==> src/design/evag_pkg.sv <==
package evag_pkg;

	localparam int SAMPLE_W  = 16;
	localparam int THRESH_W  = 16;
	localparam int LIMIT_W   = 7;
	localparam int LEN_W     = 13;
	localparam int POS_W     = 12;
	localparam int SQ_W      = 31;
	localparam int SUM_W     = 43;
	localparam int THSQ_W    = 32;
	localparam int PROD_W    = 44;
	localparam int CFG_IDX_W = 2;
	localparam int CFG_DATA_W = 16;

	localparam logic [LEN_W-1:0] MAX_FRAME = 13'd4096;

	localparam logic [CFG_IDX_W-1:0] CFG_START_THRESHOLD = 2'd0;
	localparam logic [CFG_IDX_W-1:0] CFG_STOP_THRESHOLD  = 2'd1;
	localparam logic [CFG_IDX_W-1:0] CFG_SILENCE_LIMIT   = 2'd2;
	localparam logic [CFG_IDX_W-1:0] CFG_FRAME_LENGTH    = 2'd3;

	localparam logic [THRESH_W-1:0] START_THRESHOLD_RST = 16'd500;
	localparam logic [THRESH_W-1:0] STOP_THRESHOLD_RST  = 16'd300;
	localparam logic [LIMIT_W-1:0]  SILENCE_LIMIT_RST   = 7'd50;
	localparam logic [LEN_W-1:0]    FRAME_LENGTH_RST    = 13'd320;

	localparam logic [THSQ_W-1:0] START_SQ_RST   = 32'd250000;
	localparam logic [THSQ_W-1:0] STOP_SQ_RST    = 32'd90000;
	localparam logic [PROD_W-1:0] START_PROD_RST = 44'd80000000;
	localparam logic [PROD_W-1:0] STOP_PROD_RST  = 44'd28800000;

	typedef struct packed {
		logic [LEN_W-1:0]   eff_len;
		logic [LIMIT_W-1:0] silence_limit;
		logic [PROD_W-1:0]  start_prod;
		logic [PROD_W-1:0]  stop_prod;
	} cfg_t;

	typedef struct packed {
		logic             fire;
		logic [SUM_W-1:0] energy;
	} frame_t;

endpackage

==> src/design/energy_voice_activity_gate.sv <==
// Energy based voice activity gate.
// Input channel: sample (signed 16 bit) with in_valid / in_ready. Each
// transfer adds the sample's square to the energy of the current frame.
// Output channel: keep_frame, utterance_end, voice_started with out_valid /
// out_ready. One result is given per frame, after its last sample; no other
// sample yields a result.
// Throughput: one sample per cycle while no stall holds the input (below).
// The square is registered at the transfer; accumulate and compare follow,
// and the result register holds the flags until out_ready takes them.
// Configuration: cfg_wr_en, cfg_index, cfg_data write one register per edge
// (0 start threshold, 1 stop threshold, 2 silence limit, 3 frame length).
// Threshold writes reach the products via square and product registers,
// length writes via the product registers only. Reset: registers return to
// 500, 300, 50, 320; energy, position and silence count clear, gate listens.
// Stall: while a result waits, samples that do not end a frame are still
// taken; a frame-ending sample holds in the input register until the
// result is taken, and in_ready drops behind it.
module energy_voice_activity_gate (
	input  logic                                  clk,
	input  logic                                  arst_n,
	input  logic signed [evag_pkg::SAMPLE_W-1:0]  sample,
	input  logic                                  in_valid,
	output logic                                  in_ready,
	output logic                                  keep_frame,
	output logic                                  utterance_end,
	output logic                                  voice_started,
	output logic                                  out_valid,
	input  logic                                  out_ready,
	input  logic                                  cfg_wr_en,
	input  logic [evag_pkg::CFG_IDX_W-1:0]        cfg_index,
	input  logic [evag_pkg::CFG_DATA_W-1:0]       cfg_data
);
	import evag_pkg::*;

	cfg_t   cfg;
	frame_t frame;
	logic   slot_free;

	evag_cfg u_cfg (
		.clk       (clk),
		.arst_n    (arst_n),
		.cfg_wr_en (cfg_wr_en),
		.cfg_index (cfg_index),
		.cfg_data  (cfg_data),
		.cfg       (cfg)
	);

	evag_accum u_accum (
		.clk       (clk),
		.arst_n    (arst_n),
		.sample    (sample),
		.in_valid  (in_valid),
		.in_ready  (in_ready),
		.eff_len   (cfg.eff_len),
		.slot_free (slot_free),
		.frame     (frame)
	);

	evag_decide u_decide (
		.clk           (clk),
		.arst_n        (arst_n),
		.cfg           (cfg),
		.frame         (frame),
		.slot_free     (slot_free),
		.out_valid     (out_valid),
		.out_ready     (out_ready),
		.keep_frame    (keep_frame),
		.utterance_end (utterance_end),
		.voice_started (voice_started)
	);

endmodule

==> src/design/evag_cfg.sv <==
module evag_cfg (
	input  logic                             clk,
	input  logic                             arst_n,
	input  logic                             cfg_wr_en,
	input  logic [evag_pkg::CFG_IDX_W-1:0]   cfg_index,
	input  logic [evag_pkg::CFG_DATA_W-1:0]  cfg_data,
	output evag_pkg::cfg_t                   cfg
);
	import evag_pkg::*;

	logic [THRESH_W-1:0] start_q;
	logic [THRESH_W-1:0] stop_q;
	logic [LIMIT_W-1:0]  limit_q;
	logic [LEN_W-1:0]    length_q;
	logic [THSQ_W-1:0]   start_sq_q;
	logic [THSQ_W-1:0]   stop_sq_q;
	logic [PROD_W-1:0]   start_prod_q;
	logic [PROD_W-1:0]   stop_prod_q;
	logic [LEN_W-1:0]    eff_len;

	always_comb begin
		if (length_q == '0) begin
			eff_len = LEN_W'(1);
		end else if (length_q > MAX_FRAME) begin
			eff_len = MAX_FRAME;
		end else begin
			eff_len = length_q;
		end
	end

	always_ff @(posedge clk or negedge arst_n) begin
		if (!arst_n) begin
			start_q  <= START_THRESHOLD_RST;
			stop_q   <= STOP_THRESHOLD_RST;
			limit_q  <= SILENCE_LIMIT_RST;
			length_q <= FRAME_LENGTH_RST;
		end else if (cfg_wr_en) begin
			unique case (cfg_index)
				CFG_START_THRESHOLD: start_q  <= cfg_data[THRESH_W-1:0];
				CFG_STOP_THRESHOLD:  stop_q   <= cfg_data[THRESH_W-1:0];
				CFG_SILENCE_LIMIT:   limit_q  <= cfg_data[LIMIT_W-1:0];
				CFG_FRAME_LENGTH:    length_q <= cfg_data[LEN_W-1:0];
			endcase
		end
	end

	// square, then scale by frame length
	always_ff @(posedge clk or negedge arst_n) begin
		if (!arst_n) begin
			start_sq_q   <= START_SQ_RST;
			stop_sq_q    <= STOP_SQ_RST;
			start_prod_q <= START_PROD_RST;
			stop_prod_q  <= STOP_PROD_RST;
		end else begin
			start_sq_q   <= THSQ_W'(start_q) * THSQ_W'(start_q);
			stop_sq_q    <= THSQ_W'(stop_q) * THSQ_W'(stop_q);
			start_prod_q <= PROD_W'(start_sq_q) * PROD_W'(eff_len);
			stop_prod_q  <= PROD_W'(stop_sq_q) * PROD_W'(eff_len);
		end
	end

	assign cfg.eff_len       = eff_len;
	assign cfg.silence_limit = limit_q;
	assign cfg.start_prod    = start_prod_q;
	assign cfg.stop_prod     = stop_prod_q;

endmodule

==> src/design/evag_accum.sv <==
module evag_accum (
	input  logic                            clk,
	input  logic                            arst_n,
	input  logic signed [evag_pkg::SAMPLE_W-1:0] sample,
	input  logic                            in_valid,
	output logic                            in_ready,
	input  logic [evag_pkg::LEN_W-1:0]      eff_len,
	input  logic                            slot_free,
	output evag_pkg::frame_t                frame
);
	import evag_pkg::*;

	logic [SAMPLE_W-1:0] raw;
	logic [SAMPLE_W-1:0] mag;
	logic [SQ_W-1:0]     sq;
	logic [SQ_W-1:0]     sq_s1;
	logic                valid_s1;
	logic [SUM_W-1:0]    sum_q;
	logic [POS_W-1:0]    pos_q;
	logic [SUM_W-1:0]    sum_next;
	logic                last;
	logic                adv;
	logic                take;

	assign raw  = sample;
	assign mag  = raw[SAMPLE_W-1] ? (~raw + SAMPLE_W'(1)) : raw;
	assign sq   = SQ_W'(mag) * SQ_W'(mag);

	assign sum_next = sum_q + SUM_W'(sq_s1);
	assign last     = (LEN_W'(pos_q) + LEN_W'(1)) >= eff_len;
	assign adv      = valid_s1 && (!last || slot_free);
	assign in_ready = !valid_s1 || adv;
	assign take     = in_valid && in_ready;

	always_ff @(posedge clk or negedge arst_n) begin
		if (!arst_n) begin
			valid_s1 <= 1'b0;
		end else if (take) begin
			valid_s1 <= 1'b1;
		end else if (adv) begin
			valid_s1 <= 1'b0;
		end
	end

	always_ff @(posedge clk) begin
		if (take) begin
			sq_s1 <= sq;
		end
	end

	always_ff @(posedge clk or negedge arst_n) begin
		if (!arst_n) begin
			sum_q <= '0;
			pos_q <= '0;
		end else if (adv) begin
			if (last) begin
				sum_q <= '0;
				pos_q <= '0;
			end else begin
				sum_q <= sum_next;
				pos_q <= pos_q + POS_W'(1);
			end
		end
	end

	assign frame.fire   = adv && last;
	assign frame.energy = sum_next;

endmodule

==> src/design/evag_decide.sv <==
module evag_decide (
	input  logic             clk,
	input  logic             arst_n,
	input  evag_pkg::cfg_t   cfg,
	input  evag_pkg::frame_t frame,
	output logic             slot_free,
	output logic             out_valid,
	input  logic             out_ready,
	output logic             keep_frame,
	output logic             utterance_end,
	output logic             voice_started
);
	import evag_pkg::*;

	logic               rec_q;
	logic [LIMIT_W-1:0] sil_q;
	logic               out_valid_q;
	logic               keep_q;
	logic               end_q;
	logic               start_q;

	logic               started;
	logic               rec_mid;
	logic [LIMIT_W-1:0] sil_base;
	logic [LIMIT_W:0]   sil_next;
	logic               quiet;
	logic               ended;
	logic               rec_d;
	logic [LIMIT_W-1:0] sil_d;

	always_comb begin
		started  = !rec_q && (PROD_W'(frame.energy) > cfg.start_prod);
		rec_mid  = rec_q || started;
		sil_base = started ? '0 : sil_q;
		quiet    = PROD_W'(frame.energy) < cfg.stop_prod;
		sil_next = (LIMIT_W+1)'(sil_base) + (LIMIT_W+1)'(1);
		ended    = 1'b0;
		rec_d    = rec_mid;
		sil_d    = sil_base;
		if (rec_mid) begin
			if (quiet) begin
				if (sil_next > (LIMIT_W+1)'(cfg.silence_limit)) begin
					ended = 1'b1;
					rec_d = 1'b0;
					sil_d = '0;
				end else begin
					sil_d = sil_next[LIMIT_W-1:0];
				end
			end else begin
				sil_d = '0;
			end
		end
	end

	always_ff @(posedge clk or negedge arst_n) begin
		if (!arst_n) begin
			rec_q <= 1'b0;
			sil_q <= '0;
		end else if (frame.fire) begin
			rec_q <= rec_d;
			sil_q <= sil_d;
		end
	end

	always_ff @(posedge clk or negedge arst_n) begin
		if (!arst_n) begin
			out_valid_q <= 1'b0;
		end else if (frame.fire) begin
			out_valid_q <= 1'b1;
		end else if (out_ready) begin
			out_valid_q <= 1'b0;
		end
	end

	always_ff @(posedge clk) begin
		if (frame.fire) begin
			keep_q  <= rec_mid;
			end_q   <= ended;
			start_q <= started;
		end
	end

	assign slot_free     = !out_valid_q || out_ready;
	assign out_valid     = out_valid_q;
	assign keep_frame    = keep_q;
	assign utterance_end = end_q;
	assign voice_started = start_q;

endmodule

==> config.mk <==
export PLATFORM = sky130hd
export DESIGN_NAME = energy_voice_activity_gate
export DESIGN_NICKNAME = d
export VERILOG_FILES = /design/src/design/evag_pkg.sv /design/src/design/energy_voice_activity_gate.sv /design/src/design/evag_cfg.sv /design/src/design/evag_accum.sv /design/src/design/evag_decide.sv
export SDC_FILE = /design/constraint.sdc
export NUM_CORES = 2
export LEC_CHECK = 0
export BUFFER_PORTS_ARGS = -buffer_cell sky130_fd_sc_hd__buf_2
export CORE_MARGIN = 4
export CORE_UTILIZATION = 40
export CTS_CLUSTER_DIAMETER = 50
export DETAILED_ROUTE_END_ITERATION = 16
export GPL_ROUTABILITY_DRIVEN = 0
export SYNTH_ARGS = -nofsm -noshare
export SYNTH_HDL_FRONTEND = slang
export SYNTH_HIERARCHICAL = 1
export SYNTH_SLANG_ARGS = --single-unit
==> constraint.sdc <==
create_clock -name clk -period 8.65 [get_ports clk]
set_input_delay 1.2975 -clock clk [delete_from_list [all_inputs] [get_ports clk]]
set_output_delay 1.2975 -clock clk [all_outputs]
set_load 0.05 [all_outputs]
==> flow_metrics.env <==
export IMPL_outcome="finished clean"
export IMPL_clkSlewWorstSetupHoldPaths_ns=0.06
export IMPL_drt_iter0_markers=2315
export IMPL_cp_top_family="adder cells"
export IMPL_postRouteWirelength_um=150000
export IMPL_grt_antenna_before_repair=9
export IMPL_ys_flop_type="sky130_fd_sc_hd__dfrtp_1"
export IMPL_critical_path_max_fanout=4
export IMPL_synth_warning_count=6
export IMPL_post_route_utilization_pct=43.3
export IMPL_worstPathRequired_ns=9.04
export IMPL_grt_total_usage_pct=19.2
export IMPL_cts_post_setup_buffers_inserted=0
export IMPL_crit_slowest_cell="sky130_fd_sc_hd__fa_1"
export IMPL_synth_top_cells_by_area="sky130_fd_sc_hd__fa_1, sky130_fd_sc_hd__ha_1, sky130_fd_sc_hd__inv_1, sky130_fd_sc_hd__dfrtp_1, sky130_fd_sc_hd__nand2_1"
export IMPL_antenna_left=0
export IMPL_slew_headroom_pct=27.6
export IMPL_critical_path_n_buffers_inverters=9
export IMPL_grt_setup_unrepaired="no"
export IMPL_cts_max_level=2
export IMPL_boundary_pin_count=44
export IMPL_crit_type="in -> reg"
export IMPL_finalHoldViolCount=0
export IMPL_hp_class="reg -> reg"
export IMPL_synth_distinct_cells=104
export IMPL_first_pass_iters=6
export IMPL_hpwl_um=121000
export IMPL_drc=0
export IMPL_route_detailed_vias_per_inst=4.99
export IMPL_worstMarginPinSlew_ns=1.08
export IMPL_yosys_register_bits=300
export IMPL_synth_async_reset_ratio_pct=89.0
export IMPL_r2r_start="u_accum/sq_s1[4]"
export IMPL_die_area_um2=160000
export IMPL_clock_path_buffers=3
export IMPL_worst_setup_path_startpoint="sample[1]"
export IMPL_synth_seq_area_share_pct=12.6
export IMPL_cp_start_kind="input port"
export IMPL_core_um2=152000
export IMPL_latest_clock_arrival_within_the_worst_skew_pair_ns=0.64
export IMPL_number_of_flops_mapped_to_enable_cells_by_yosys=33
export IMPL_layout_min_cycle_time_ns=8.12
export IMPL_number_of_global_route_vias_before_repair=47930
export IMPL_r2r_worst_path_cells=30
export IMPL_place_area_um2=64300
export IMPL_tritoncts="yes"
export IMPL_endpoint_kind="flip-flop"
export IMPL_ctsResizeCount=0
export IMPL_finalCritPeriodShare_pct=93.9
export IMPL_crit_path_max_incr_delay_ns=0.56
export IMPL_layout_setup_ws_ns=0.530
export IMPL_hold_path_startpoint="u_cfg/limit_q[6]"
export IMPL_detailroute_via_count=43774
export IMPL_num_rows=143
export IMPL_wire_length_of_the_first_global_routing_pass_um=253000
export IMPL_route_detailed_wl_per_inst_um=17.0
export IMPL_fraction_of_synthesized_cell_area_taken_by_the_top_area_cell_type_pct=37.1
export IMPL_postCtsHoldBufs=0
export IMPL_floorplan_die_width_um=400
export IMPL_report_final_setup_viol=0
export IMPL_finClkSkew_ns=0.0655
export IMPL_cts_root_buffer_cell="sky130_fd_sc_hd__clkbuf_16"
export IMPL_final_cell_mix="sky130_fd_sc_hd__inv_1, sky130_fd_sc_hd__fa_1, sky130_fd_sc_hd__nand2_1"
export IMPL_synthDominantAreaCellType="sky130_fd_sc_hd__fa_1"
export IMPL_drive_gt1_share_pct=5.87
export IMPL_grt_max_degree=139
export IMPL_final_cell_area_um2=66000
export IMPL_die_height_um=400
export IMPL_timing_hold_worst_path_depth=1
export IMPL_area_delta_synth_final_pct=7.24
export IMPL_port_buffers=43
export IMPL_clock_sink_count=300
export IMPL_postSynthCellCount=6757
export IMPL_netlist_area_um2=61500
export IMPL_dp_slack_ns=-0.0907
export IMPL_cpMostUsedCell="sky130_fd_sc_hd__fa_1"
export IMPL_global_route_overflow_total=0
export IMPL_initial_utilization_pct=40.4
export IMPL_cp_depth=31
export IMPL_crit_arrival_ns=8.51
export IMPL_design_final_nets=8496
export IMPL_synth_avg_cell_area_um2=9.11
export IMPL_achievable_frequency_mhz=123
export IMPL_cts_buffers_inserted=48
export IMPL_drv_max_cap_violation_count=0
export IMPL_timing_hold_ws_ns=0.506
export IMPL_final_common_cell="sky130_fd_sc_hd__inv_1"
export IMPL_drv_slew=0
## metal layers
layer | part of all wire (%) | vias to the layer above | wire (um) | GRT usage (%)
li1 | - | 20409 | - | -
met4 | 3.3 | 2 | 4880 | 5.76
met1 | 45 | 22067 | 67300 | 26.3
met5 | 0.0087 | - | 13 | 0
met3 | 4.6 | 239 | 6840 | 2.08
met2 | 47 | 1057 | 70500 | 32.2
## metrics by stage
stage | instances | TNS (ns)
after floorplan | 6780 | 0
after global placement | 8683 | -0.0132
after detailed placement | 8683 | -0.233
after CTS | 8773 | 0
after global routing | 8774 | 0
final | 8776 | 0
## worst paths after layout
check,to,slack (ns)
setup / recovery,u_accum/sq_s1[29],0.53
hold / removal,u_cfg/limit_q[6],0.51
setup reg to reg,u_decide/utterance_end,0.95
hold reg to reg,u_cfg/limit_q[6],0.51
max in group asynchronous,u_accum/sum_q[0],6.13
min in group asynchronous,u_cfg/stop_q[7],0.65
## synthesized netlist by cell type (24+ instances only)
cell	count
sky130_fd_sc_hd__xnor2_1	168
sky130_fd_sc_hd__o21bai_1	24
sky130_fd_sc_hd__fa_1	1141
sky130_fd_sc_hd__a22o_1	41
sky130_fd_sc_hd__nor2b_1	50
sky130_fd_sc_hd__nand2_1	850
sky130_fd_sc_hd__clkbuf_1	241
sky130_fd_sc_hd__ha_1	613
sky130_fd_sc_hd__dfstp_2	50
sky130_fd_sc_hd__dfrtp_1	217
sky130_fd_sc_hd__xor2_1	85
sky130_fd_sc_hd__and3_1	27
sky130_fd_sc_hd__nor2_1	200
sky130_fd_sc_hd__a31oi_1	26
sky130_fd_sc_hd__o21ai_0	119
sky130_fd_sc_hd__inv_1	1634
sky130_fd_sc_hd__a21oi_1	198
sky130_fd_sc_hd__nor3_1	34
sky130_fd_sc_hd__nand3_1	55
sky130_fd_sc_hd__edfxtp_1	33
sky130_fd_sc_hd__mux2_2	44
sky130_fd_sc_hd__a21o_1	107
sky130_fd_sc_hd__and2_1	412
sky130_fd_sc_hd__nand4_1	47
## sequential cells by signal, indices dropped and copies added (netlist names), 7 cells and up
register and flops:
u_accum/sum_q 43, u_decide/sil_q 7, u_cfg/start_prod_q 44, u_cfg/stop_sq_q 31
u_cfg/start_q 16, u_cfg/limit_q 7, u_cfg/length_q 13, u_accum/pos_q 12
u_cfg/start_sq_q 31, u_accum/sq_s1 30, u_cfg/stop_prod_q 44, u_cfg/stop_q 16
## worst reg2reg max path, delay by kind of cell (launching register included)
family                     cells  cell delay (ns)
DFF                            1             0.39
and+or+nand+nor               10             2.47
xor gates and xnor gates       2             0.60
adders and majority gates      4             1.15
buffers and inverters          2             0.31
AOI/OAI and AO/OA             12             2.45
## kinds of logic after synthesis
group,count (synthesis),synth area share [%]
buffers and inverters,1901,11.6
and+or+nand+nor,1771,13.7
adders and majority gates,1754,49.6
AOI/OAI and AO/OA,728,7.99
DFF,300,12.6
xor gates and xnor gates,255,3.65
muxes,44,0.805
other,4,0.0244
## final cells by class
| cell class | instances | area, um2 |
|---|---|---|
| flip-flops and latches | 300 | 7740 |
| diodes | 3 | 7.51 |
| clock inverters | 24 | 317 |
| clock buffers | 66 | 1390 |
| well taps | 2030 | 2540 |
| multi-input cells | 4579 | 46900 |
| repair buffers | 127 | 981 |
| fillers | 14929 | 86400 |
| inverters | 1647 | 6180 |
Power is left out: the tool's default activity adds up to more than one toggle a clock period on the data nets, which glitch-free logic cannot reach.
